## src/rlps_pkg.sv

```systemverilog
// ----------------------------------------------------------------------------
// rlps_pkg
// Shared types and constants of the RGB LED pixel serializer.
// ----------------------------------------------------------------------------
package rlps_pkg;

	localparam int ADDR_W = 5;
	localparam int DATA_W = 32;

	typedef enum logic [2:0] {
		REG_ZERO_HIGH = 3'd0,
		REG_ZERO_LOW  = 3'd1,
		REG_ONE_HIGH  = 3'd2,
		REG_ONE_LOW   = 3'd3,
		REG_LATCH     = 3'd4
	} reg_idx_t;

	typedef struct packed {
		logic [7:0] green;
		logic [7:0] red;
		logic [7:0] blue;
	} grb_t;

	localparam int QDEPTH = 4;
	localparam int QPTR_W = 2;
	localparam int QCNT_W = 3;

	// floor(p / 65025) == (p * RECIP) >> RECIP_SHIFT for every p below 2**24
	localparam int RECIP_SHIFT = 40;
	localparam logic [24:0] RECIP =
		25'(((64'd1 << RECIP_SHIFT) + 64'd65024) / 64'd65025);

	localparam logic [4:0] DATA_SYMS = 5'd24;
	localparam logic [4:0] TOP_BIT   = 5'd23;

endpackage

```

## src/rgb_led_pixel_serializer.sv

```systemverilog
// ----------------------------------------------------------------------------
// rgb_led_pixel_serializer
// Turns one RGB pixel with brightness into 25 LED line symbols.
// ----------------------------------------------------------------------------
// Input channel (in_valid/in_ready): one pixel per transaction, red_in,
// green_in, blue_in and level. Each colour is scaled by level squared over
// 255 squared and sent green, red, blue, MSB first.
// Output channel (out_valid/out_ready): one line symbol per transaction,
// a high phase and a low phase in ticks; 24 data symbols then one latch
// symbol with last set.
// Path: a pixel passes the three stage scaling pipeline, the queue and
// the symbol register before its first symbol is valid.
// The symbol generator gives one symbol per cycle while out_ready allows,
// 25 symbols per pixel; a 4-entry pixel queue lets intake run ahead.
// A stalled receiver holds the current symbol; the queue fills and
// in_ready drops once all slots are taken or promised.
// Reset clears the pipeline and queue and loads the default timing.
// APB registers at 4*i: zero high, zero low, one high, one low, latch.
// ----------------------------------------------------------------------------
module rgb_led_pixel_serializer #(
	parameter int TICK_WIDTH = 15
) (
	input  logic                       clk,
	input  logic                       arst_n,
	input  logic                       psel,
	input  logic                       penable,
	input  logic                       pwrite,
	input  logic [rlps_pkg::ADDR_W-1:0] paddr,
	input  logic [rlps_pkg::DATA_W-1:0] pwdata,
	output logic [rlps_pkg::DATA_W-1:0] prdata,
	output logic                       pready,
	input  logic                       in_valid,
	output logic                       in_ready,
	input  logic [7:0]                 red_in,
	input  logic [7:0]                 green_in,
	input  logic [7:0]                 blue_in,
	input  logic [7:0]                 level,
	output logic                       out_valid,
	input  logic                       out_ready,
	output logic                       first_level,
	output logic [TICK_WIDTH-1:0]      first_ticks,
	output logic                       second_level,
	output logic [TICK_WIDTH-1:0]      second_ticks,
	output logic                       last
);

	logic [TICK_WIDTH-1:0] zero_high, zero_low, one_high, one_low, latch;
	logic [rlps_pkg::QCNT_W-1:0] q_count;
	logic q_push, q_pop, head_valid;
	rlps_pkg::grb_t q_data, head;

	assign pready       = 1'b1;
	assign second_level = 1'b0;

	rlps_regs #(.TICK_WIDTH(TICK_WIDTH)) u_regs (
		.clk(clk), .arst_n(arst_n),
		.psel(psel), .penable(penable), .pwrite(pwrite),
		.paddr(paddr), .pwdata(pwdata), .prdata(prdata),
		.zero_high_q(zero_high), .zero_low_q(zero_low),
		.one_high_q(one_high), .one_low_q(one_low), .latch_q(latch)
	);

	rlps_front u_front (
		.clk(clk), .arst_n(arst_n),
		.in_valid(in_valid), .in_ready(in_ready),
		.red_in(red_in), .green_in(green_in), .blue_in(blue_in), .level(level),
		.q_count(q_count), .q_push(q_push), .q_data(q_data)
	);

	rlps_queue u_queue (
		.clk(clk), .arst_n(arst_n),
		.push(q_push), .wr_data(q_data), .pop(q_pop),
		.head_valid(head_valid), .head(head), .count(q_count)
	);

	rlps_back #(.TICK_WIDTH(TICK_WIDTH)) u_back (
		.clk(clk), .arst_n(arst_n),
		.head_valid(head_valid), .head(head), .pop(q_pop),
		.zero_high(zero_high), .zero_low(zero_low),
		.one_high(one_high), .one_low(one_low), .latch(latch),
		.out_valid(out_valid), .out_ready(out_ready),
		.first_level(first_level), .first_ticks(first_ticks),
		.second_ticks(second_ticks), .last(last)
	);

endmodule

```

## src/rlps_regs.sv

```systemverilog
// ----------------------------------------------------------------------------
// rlps_regs
// APB register file holding the symbol timing in ticks.
// ----------------------------------------------------------------------------
module rlps_regs #(
	parameter int TICK_WIDTH = 15
) (
	input  logic                       clk,
	input  logic                       arst_n,
	input  logic                       psel,
	input  logic                       penable,
	input  logic                       pwrite,
	input  logic [rlps_pkg::ADDR_W-1:0] paddr,
	input  logic [rlps_pkg::DATA_W-1:0] pwdata,
	output logic [rlps_pkg::DATA_W-1:0] prdata,
	output logic [TICK_WIDTH-1:0]      zero_high_q,
	output logic [TICK_WIDTH-1:0]      zero_low_q,
	output logic [TICK_WIDTH-1:0]      one_high_q,
	output logic [TICK_WIDTH-1:0]      one_low_q,
	output logic [TICK_WIDTH-1:0]      latch_q
);

	logic                       wr_en;
	logic [TICK_WIDTH-1:0]      wr_val;
	rlps_pkg::reg_idx_t         idx;

	assign wr_en  = psel & penable & pwrite;
	assign wr_val = pwdata[TICK_WIDTH-1:0];
	assign idx    = rlps_pkg::reg_idx_t'(paddr[4:2]);

	always_ff @(posedge clk or negedge arst_n) begin
		if (!arst_n) begin
			zero_high_q <= TICK_WIDTH'(28);
			zero_low_q  <= TICK_WIDTH'(64);
			one_high_q  <= TICK_WIDTH'(56);
			one_low_q   <= TICK_WIDTH'(48);
			latch_q     <= TICK_WIDTH'(24000);
		end else if (wr_en) begin
			case (idx)
				rlps_pkg::REG_ZERO_HIGH: zero_high_q <= wr_val;
				rlps_pkg::REG_ZERO_LOW:  zero_low_q  <= wr_val;
				rlps_pkg::REG_ONE_HIGH:  one_high_q  <= wr_val;
				rlps_pkg::REG_ONE_LOW:   one_low_q   <= wr_val;
				rlps_pkg::REG_LATCH:     latch_q     <= wr_val;
				default: ;
			endcase
		end
	end

	always_comb begin
		case (idx)
			rlps_pkg::REG_ZERO_HIGH: prdata = 32'(zero_high_q);
			rlps_pkg::REG_ZERO_LOW:  prdata = 32'(zero_low_q);
			rlps_pkg::REG_ONE_HIGH:  prdata = 32'(one_high_q);
			rlps_pkg::REG_ONE_LOW:   prdata = 32'(one_low_q);
			rlps_pkg::REG_LATCH:     prdata = 32'(latch_q);
			default:                 prdata = '0;
		endcase
	end

endmodule

```

## src/rlps_front.sv

```systemverilog
// ----------------------------------------------------------------------------
// rlps_front
// Pixel intake: squared brightness scaling and reordering to G, R, B.
// ----------------------------------------------------------------------------
module rlps_front (
	input  logic                       clk,
	input  logic                       arst_n,
	input  logic                       in_valid,
	output logic                       in_ready,
	input  logic [7:0]                 red_in,
	input  logic [7:0]                 green_in,
	input  logic [7:0]                 blue_in,
	input  logic [7:0]                 level,
	input  logic [rlps_pkg::QCNT_W-1:0] q_count,
	output logic                       q_push,
	output rlps_pkg::grb_t             q_data
);

	logic        valid_s1, valid_s2, valid_s3;
	logic [7:0]  red_s1, green_s1, blue_s1;
	logic [15:0] sq_s1;
	logic [23:0] red_s2, green_s2, blue_s2;
	rlps_pkg::grb_t pix_s3;
	logic [rlps_pkg::QCNT_W-1:0] used;
	logic        take;
	logic [48:0] rq, gq, bq;

	// queue slots already taken plus those promised to pixels in flight
	assign used = q_count + rlps_pkg::QCNT_W'(valid_s1) + rlps_pkg::QCNT_W'(valid_s2)
		+ rlps_pkg::QCNT_W'(valid_s3);
	assign in_ready = used < rlps_pkg::QCNT_W'(rlps_pkg::QDEPTH);
	assign take     = in_valid & in_ready;

	assign rq = red_s2   * rlps_pkg::RECIP;
	assign gq = green_s2 * rlps_pkg::RECIP;
	assign bq = blue_s2  * rlps_pkg::RECIP;

	always_ff @(posedge clk or negedge arst_n) begin
		if (!arst_n) begin
			valid_s1 <= 1'b0;
			valid_s2 <= 1'b0;
			valid_s3 <= 1'b0;
		end else begin
			valid_s1 <= take;
			valid_s2 <= valid_s1;
			valid_s3 <= valid_s2;
		end
	end

	always_ff @(posedge clk) begin
		red_s1   <= red_in;
		green_s1 <= green_in;
		blue_s1  <= blue_in;
		sq_s1    <= level * level;
		red_s2   <= red_s1   * sq_s1;
		green_s2 <= green_s1 * sq_s1;
		blue_s2  <= blue_s1  * sq_s1;
		pix_s3.red   <= rq[47:40];
		pix_s3.green <= gq[47:40];
		pix_s3.blue  <= bq[47:40];
	end

	assign q_push = valid_s3;
	assign q_data = pix_s3;

endmodule

```

## src/rlps_queue.sv

```systemverilog
// ----------------------------------------------------------------------------
// rlps_queue
// Small show-ahead FIFO of scaled pixels between intake and serializer.
// ----------------------------------------------------------------------------
module rlps_queue (
	input  logic                       clk,
	input  logic                       arst_n,
	input  logic                       push,
	input  rlps_pkg::grb_t             wr_data,
	input  logic                       pop,
	output logic                       head_valid,
	output rlps_pkg::grb_t             head,
	output logic [rlps_pkg::QCNT_W-1:0] count
);

	rlps_pkg::grb_t mem [rlps_pkg::QDEPTH];
	logic [rlps_pkg::QPTR_W-1:0] wr_ptr_q, rd_ptr_q;
	logic [rlps_pkg::QCNT_W-1:0] count_q;
	logic do_pop;

	assign do_pop     = pop & (count_q != '0);
	assign head_valid = count_q != '0;
	assign head       = mem[rd_ptr_q];
	assign count      = count_q;

	always_ff @(posedge clk or negedge arst_n) begin
		if (!arst_n) begin
			wr_ptr_q <= '0;
			rd_ptr_q <= '0;
			count_q  <= '0;
		end else begin
			if (push) begin
				wr_ptr_q <= wr_ptr_q + 1'b1;
			end
			if (do_pop) begin
				rd_ptr_q <= rd_ptr_q + 1'b1;
			end
			count_q <= count_q + rlps_pkg::QCNT_W'(push) - rlps_pkg::QCNT_W'(do_pop);
		end
	end

	always_ff @(posedge clk) begin
		if (push) begin
			mem[wr_ptr_q] <= wr_data;
		end
	end

endmodule

```

## src/rlps_back.sv

```systemverilog
// ----------------------------------------------------------------------------
// rlps_back
// Symbol generator: 24 data symbols MSB first, then the latch symbol.
// ----------------------------------------------------------------------------
module rlps_back #(
	parameter int TICK_WIDTH = 15
) (
	input  logic                  clk,
	input  logic                  arst_n,
	input  logic                  head_valid,
	input  rlps_pkg::grb_t        head,
	output logic                  pop,
	input  logic [TICK_WIDTH-1:0] zero_high,
	input  logic [TICK_WIDTH-1:0] zero_low,
	input  logic [TICK_WIDTH-1:0] one_high,
	input  logic [TICK_WIDTH-1:0] one_low,
	input  logic [TICK_WIDTH-1:0] latch,
	output logic                  out_valid,
	input  logic                  out_ready,
	output logic                  first_level,
	output logic [TICK_WIDTH-1:0] first_ticks,
	output logic [TICK_WIDTH-1:0] second_ticks,
	output logic                  last
);

	logic [4:0]            sym_q;
	logic                  out_valid_q;
	logic                  level_q, last_q;
	logic [TICK_WIDTH-1:0] first_q, second_q;
	logic                  gen, is_latch, bit_val;
	logic [23:0]           word;

	assign word     = head;
	assign gen      = head_valid & (~out_valid_q | out_ready);
	assign is_latch = sym_q == rlps_pkg::DATA_SYMS;
	assign bit_val  = word[rlps_pkg::TOP_BIT - sym_q];
	assign pop      = gen & is_latch;

	always_ff @(posedge clk or negedge arst_n) begin
		if (!arst_n) begin
			sym_q       <= '0;
			out_valid_q <= 1'b0;
		end else begin
			if (gen) begin
				out_valid_q <= 1'b1;
				sym_q       <= is_latch ? '0 : sym_q + 1'b1;
			end else if (out_ready) begin
				out_valid_q <= 1'b0;
			end
		end
	end

	always_ff @(posedge clk) begin
		if (gen) begin
			if (is_latch) begin
				level_q  <= 1'b0;
				first_q  <= latch;
				second_q <= '0;
				last_q   <= 1'b1;
			end else begin
				level_q  <= 1'b1;
				first_q  <= bit_val ? one_high : zero_high;
				second_q <= bit_val ? one_low : zero_low;
				last_q   <= 1'b0;
			end
		end
	end

	assign out_valid    = out_valid_q;
	assign first_level  = level_q;
	assign first_ticks  = first_q;
	assign second_ticks = second_q;
	assign last         = last_q;

endmodule
```

## config.mk

```make
export PLATFORM = sky130hd
export DESIGN_NAME = rgb_led_pixel_serializer
export DESIGN_NICKNAME = d
export VERILOG_FILES = /design/src/rlps_pkg.sv /design/src/rgb_led_pixel_serializer.sv /design/src/rlps_regs.sv /design/src/rlps_front.sv /design/src/rlps_queue.sv /design/src/rlps_back.sv
export SDC_FILE = /design/constraint.sdc
export NUM_CORES = 2
export LEC_CHECK = 0
export BUFFER_PORTS_ARGS = -buffer_cell sky130_fd_sc_hd__buf_2
export CAP_MARGIN = 20
export CORE_UTILIZATION = 65
export DETAILED_ROUTE_END_ITERATION = 6
export GPL_ROUTABILITY_DRIVEN = 0
export HOLD_SLACK_MARGIN = 0.08
export PLACE_DENSITY_LB_ADDON = 0.08
export SLEW_MARGIN = 20
export SYNTH_ARGS = -nofsm -noshare
export SYNTH_HDL_FRONTEND = slang
export SYNTH_SLANG_ARGS = --single-unit
```

## constraint.sdc

```tcl
create_clock -name clk -period 15.1 [get_ports clk]
set_input_delay 1.51 -clock clk [delete_from_list [all_inputs] [get_ports clk]]
set_output_delay 1.51 -clock clk [all_outputs]
set_load 0.1 [all_outputs]
```

# == Word level (Yosys, flattened, before mapping) ==
# Memory sizes are Yosys's and may differ from the RTL's.
# Index checks and enable logic that the tools add are counted.
# word_totals
ff_bits,259
latchBits,0
ram_bits,96
romBits,0
output_inout_bits,68
mem_count,1
# op_classes
add_sub_neg,9
mul,7
div,0
magnitude_cmp,2
eq_ne,5
shifts,0
mux,13
n_bitwise,8
n_reduce_logical,8
# mem_list
memory,depth,word_bits,rd,rd_clocked_by_memory_dff,wr,line_no,text
u_queue.mem,4,24,1,0,1,rlps_queue.sv:16,rlps_pkg::grb_t mem [rlps_pkg::QDEPTH];
# op_table
operator,count
"multiplier 24 x 25 -> 48 bit, second input constant",3
case mux 15 bit (5 select lines),1
multiplier 8 x 16 -> 24 bit,3
two-way mux 15 bit,3
multiplier 8 x 8 -> 16 bit,1
adder 3 x 1 -> 3 bit,4
AND reduction 2 bit,5
two-way mux 1 bit,7
bitwise AND 1 bit,6
"equality test 3 x 2 -> 1 bit, second input constant",2
"< comparator 5 x 6 -> 1 bit, second input constant",1
"adder 5 x 1 -> 5 bit, second input constant",1
binary-select mux 1 bit (select 5 bit),1
"equality test 5 bit, second input constant",1
two-way mux 5 bit,1
"subtractor 5 bit, first input constant",1
"adder 2 x 1 -> 2 bit, second input constant",2
"equality test 3 x 1 -> 1 bit, second input constant",1
"equality test 3 bit, second input constant",1
zero test 3 bit,1
"< comparator 3 bit, second input constant",1
nonzero test 3 bit,1
subtractor 3 x 1 -> 3 bit,1
nonzero test 2 bit,1
other kinds (2),2

# == Depth between registers and ports, before layout ==
# logic_depth
ltp_word,6
ltp_mapped,22
depth_no_buf,22

# == Cells and area by module ==
# A second synthesis with hierarchy kept.
# unflattened
hier_cells,3917
area_unflattened_um2,41182.0
# by_module_without_submodules
mod,n_inst,cells_per_inst,area_each_um2
rlps_front,1,3272,31154.9
rlps_queue,1,160,3906.2
rlps_regs,1,257,3597.2
rlps_back,1,224,2501.1
rgb_led_pixel_serializer,1,4,22.5

# == Worst setup path after synthesis ==
# OpenSTA, ideal clock, no wires.
# synth_timing
path_type,flip-flop to flip-flop
from,register u_front.blue_s2[7]
to,register u_front.pix_s3 (netlist bit u_front.q_data[6])
setup_time_ns,0.131
arrival_ns,5.344
required_time_ns,14.969
path_slack_ns,9.625
stages_incl_launch_ff,23
synth_period_minus_slack_ns,5.475
path_cell_list,dfxtp_1 -> inv_1 -> ha_1 -> inv_1 -> ha_1 -> inv_1 -> fa_1 -> inv_1 -> ha_1 -> inv_1 -> fa_1 -> fa_1 -> inv_1 -> ha_1 -> ha_1 -> and3_1 -> a221o_1 -> a221o_1 -> o21a_1 -> o41ai_2 -> a31oi_1 -> a2111oi_0 -> nor3_1
# synth_via
elab_chain_len,1
# synth_lines
item,line_no,text
from (decl),rlps_front.sv:22,"logic [23:0] red_s2, green_s2, blue_s2;"
from (signal assigned),rlps_front.sv:57,blue_s2 <= blue_s1 * sq_s1;
multiplier 24 x 25 -> 48 bit,rlps_front.sv:36,assign bq = blue_s2 * rlps_pkg::RECIP;
net u_front.bq[46],rlps_front.sv:26,"logic [48:0] rq, gq, bq;"
to (decl),rlps_front.sv:23,rlps_pkg::grb_t pix_s3;
# The timed path passes the listed nets, and every way through them passes these cells.
# A chain may end at the register's enable or synchronous reset.

# == Worst setup path in the final report ==
# layout_timing
from,register u_front.green_s2[13]
to,register u_front.pix_s3 (netlist bit u_front.q_data[17])
# layout_via
elab_chain_len,1
# layout_lines
item,line_no,text
from (decl),rlps_front.sv:22,
from (signal assigned),rlps_front.sv:56,green_s2 <= green_s1 * sq_s1;
multiplier 24 x 25 -> 48 bit,rlps_front.sv:35,assign gq = green_s2 * rlps_pkg::RECIP;
net u_front.gq[41],rlps_front.sv:26,
# The timed path passes the listed nets, and every way through them passes these cells.

==> key figures <==
Final layout
  – Most frequent cells in the layout: ha_1, inv_1, fa_1, nand2_1, and2_1
  – Commonest non-fill, non-tap cell in the layout: ha_1
  – Layout cell share with drive strength beyond 1: 0.07125
  – Area grow syn2layout: 6.837%
  – Ant. Diodes: 0
  – Final Net Count: 5,215
  – Final cell count without fillers: between 4,000 and 5,000

Synth
  – Post-Syn Area: 39,990 sq um
  – Synth async-reset ratio: 0.2571
  – Seq cells post-synth: 354
  – Yosys Warn Count: 0
  – Post-synth EDFFs: around 130
  – Avg Inst Size Synth: around 11 sq um
  – Most used DFF post-synth: dfxtp_1
  – Post-synthesis sequential area ratio: 0.2212
  – Syn Inst Count: 3,786
  – Unique masters post-synth: 73

STA
  – Fin Setup TNS: 0 ns
  – Worst Tran Pin Value: 1.160 ns
  – Unrepaired setup endpoints after global routing: false
  – Hold Vio Cnt, Final: 0
  – Setup Skew: 0.01447 ns
  – Slew margin rel.: 0.2254
  – Part of the cycle the worst path needs: 0.4108
  – F_max: about 160 MHz
  – Final Max Slew Viols: 0
  – Final setup vio count: 0
  – Final min period: about 6.2 ns

Critical path
  – Most used cell, CP: ha_1
  – CP startpoint kind: flip-flop
  – Crit path largest cell delay: around 0.62 ns
  – Worst Path Arrival: 6.68 ns
  – Worst EP required: 15.58 ns
  – Worst path cell trace: inv_1 > ha_1 > inv_1 > ha_1 > ha_1 > fa_1 > fa_1 > inv_1 > fa_1 > inv_1 > ha_1 > ha_1 > a2111oi_0 > o21ai_1 > a211oi_1 > o21ai_1 > a21bo_1 > a2111oi_0 > o21ai_1 > xor2_1
  – Max FO, Critical Path: 6
  – Setup crit end kind: flip-flop
  – Buffers plus inverters on the worst setup path: 4
  – Crit Path Category: flip-flop to flip-flop
  – Slowest CP cell: a2111oi_0
  – Delay-heaviest family, CP: adder cells

Clock network
  – Clk Latency, worst-skew pair: ~0.60 ns
  – Clock-pin slew on the worst setup and hold paths: around 0.060 ns
  – Cts hold-fix bufs: 0
  – Depth of the CTS H-tree: 2
  – Clk sink count: roughly 350
  – CTS Buf Count: 43
  – Clk buf depth: 3
  – PostCTS Resize Cnt: 0
  – Root buffer cell: clkbuf_16
  – CTS tree: built
  – Setup Buffers After CTS: 0

Floorplan
  – I/O Pins: 144
  – Die area: around 63,000 sq um
  – Vert. Die Dim: 250.0 microns
  – Starting Density: 0.6601
  – Core ar.: 60,580 sq um
  – Die width: 250.0 microns
  – FP Rows: 90

Routing
  – TritonRoute pass-1 iters: 5
  – Routed WL per cell: roughly 18 microns
  – DR vias: approximately 27,000
  – Drt via density: about 5.7
  – Antenna Nets Post-Route: 0
  – Routed wire length: around 83,000 microns
  – DR iter-0 viols: about 1,200
  – DRC viols: 0

Global route
  – Initial antenna violation count: 0
  – GRT overflow: 0
  – First-pass GRT wire length: approximately 140,000 microns
  – Largest net degree at the start of global routing: 92
  – Gr usage total: 0.2787
  – Vias in the first global route: between 20,000 and 30,000

Placed design
  – Placed insts: about 4,600
  – Post-DP HPWL: roughly 64,000 microns
  – Port bufs: ~110

Flow run
  – # Max-Cap Violations: 0

Outcome
  – Outcome: finished, final reports clean

Hold path
  – Min-Delay Path Class: flip-flop to flip-flop
state kept, by name (all words and copies together), names as in the netlist, 15 cells and up:
signal	flops
u_back.first_ticks	15
u_front.green_s2	24
u_back.second_ticks	15
u_front.q_data	24
u_regs.one_low_q	15
u_regs.zero_high_q	15
u_regs.one_high_q	15
u_queue.mem	96
u_regs.latch_q	15
u_front.red_s2	24
u_front.sq_s1	15
u_regs.zero_low_q	15
u_front.blue_s2	24
kinds of logic after synthesis:
family | synth area share
fa+ha+maj | 0.4808
compound gates | 0.05970
buf+inv | 0.08157
xor+xnor | 0.01884
other cells | 0.0001878
simple gates | 0.08952
mux | 0.04825
flops | 0.2212
path summary, 6_finish.rpt:
kind,from,slack (ns),endpoint,cells after the start
max in group asynchronous,arst_n,13.51,u_queue.rd_ptr_q[1],1
worst min-delay path,u_front.valid_s2,0.41,u_front.q_push,0
worst max register to register,u_front.green_s2[13],8.90,u_front.q_data[17],20
worst min register to register,u_front.valid_s2,0.41,u_front.q_push,0
min in group asynchronous,arst_n,0.97,u_regs.one_high_q[0],1
worst max-delay path,u_front.green_s2[13],8.90,u_front.q_data[17],20
metrics by stage:
stage / utilization / area [sq um] / setup slack, ns / hold slack, ns
global placement: 0.6803 / 41210 / 9.052 / 0.3970
floorplan: - / 40070 / 9.625 / 0.3721
global route: 0.7052 / 42720 / 8.617 / 0.4338
finish: 0.7052 / 42720 / 8.897 / 0.4123
detailed placement: 0.6803 / 41210 / 8.925 / 0.4045
CTS: 0.7046 / 42690 / 8.897 / 0.4189
metal layers:
metal | GRT usage | vias up | routed length (microns)
li1 | - | 12620 | -
met1 | 0.3657 | 13280 | 36200
met2 | 0.4844 | 628 | 40050
met3 | 0.03233 | 149 | 4203
met4 | 0.08466 | 0 | 2193
met5 | 0 | - | 0
cell type report:
type | instances | area, sq um
inverters | 725 | 2721
flip-flops and latches | 354 | 8846
repair buffers | 126 | 709.4
clock inverters | 26 | 307.8
well taps | 782 | 978.4
fillers | 4525 | 17860
clock buffers | 54 | 1167
multi-input cells | 2617 | 27990
worst reg2reg max path, stage by stage (launching register included):
cell	delay [ns]
dfxtp_1	0.57
inv_1	0.21
ha_1	0.33
inv_1	0.04
ha_1	0.17
ha_1	0.31
fa_1	0.49
fa_1	0.50
inv_1	0.06
fa_1	0.48
inv_1	0.05
ha_1	0.27
ha_1	0.31
a2111oi_0	0.36
o21ai_1	0.15
a211oi_1	0.34
o21ai_1	0.27
a21bo_1	0.26
a2111oi_0	0.62
o21ai_1	0.15
xor2_1	0.16
cell usage after synthesis, types with 5 or more instances:
cell type | count | area, sq um
o31a_1 | 5 | 43.79
a22oi_1 | 28 | 210.2
o21a_1 | 17 | 127.6
mux2_2 | 21 | 236.5
mux4_2 | 30 | 675.7
edfxtp_1 | 128 | 3844
and2_1 | 212 | 1326
o21ai_1 | 54 | 270.3
xor2_1 | 24 | 210.2
a31oi_1 | 16 | 100.1
nor4_1 | 5 | 31.28
dfxtp_1 | 135 | 2703
nor2b_1 | 18 | 112.6
buf_4 | 19 | 142.6
o21bai_1 | 8 | 60.06
a21o_1 | 29 | 217.7
and3_1 | 17 | 106.4
a2111oi_0 | 6 | 52.55
o21ai_0 | 28 | 140.1
o22ai_1 | 19 | 118.9
mux2i_1 | 24 | 240.2
or2_2 | 6 | 37.54
a211oi_1 | 13 | 97.59
or3_1 | 5 | 31.28
nor3_1 | 27 | 135.1
clkbuf_1 | 81 | 304.0
nand3_1 | 53 | 265.3
dfstp_2 | 16 | 420.4
o2111ai_1 | 5 | 43.79
xnor2_1 | 62 | 543.0
fa_1 | 441 | 8828
o31ai_1 | 6 | 45.04
mux2_1 | 69 | 777.0
o211ai_1 | 12 | 90.09
inv_1 | 722 | 2710
a21oi_1 | 97 | 485.5
ha_1 | 831 | 10400
dfrtp_1 | 75 | 1877
nand2b_1 | 12 | 75.07
nor2_1 | 84 | 315.3
nand4_1 | 19 | 118.9
nand2_1 | 246 | 923.4
buf_2 | 5 | 25.02
Power is left out: the tool's default activity adds up to more than one toggle a clock period on the data nets, which glitch-free logic cannot reach.
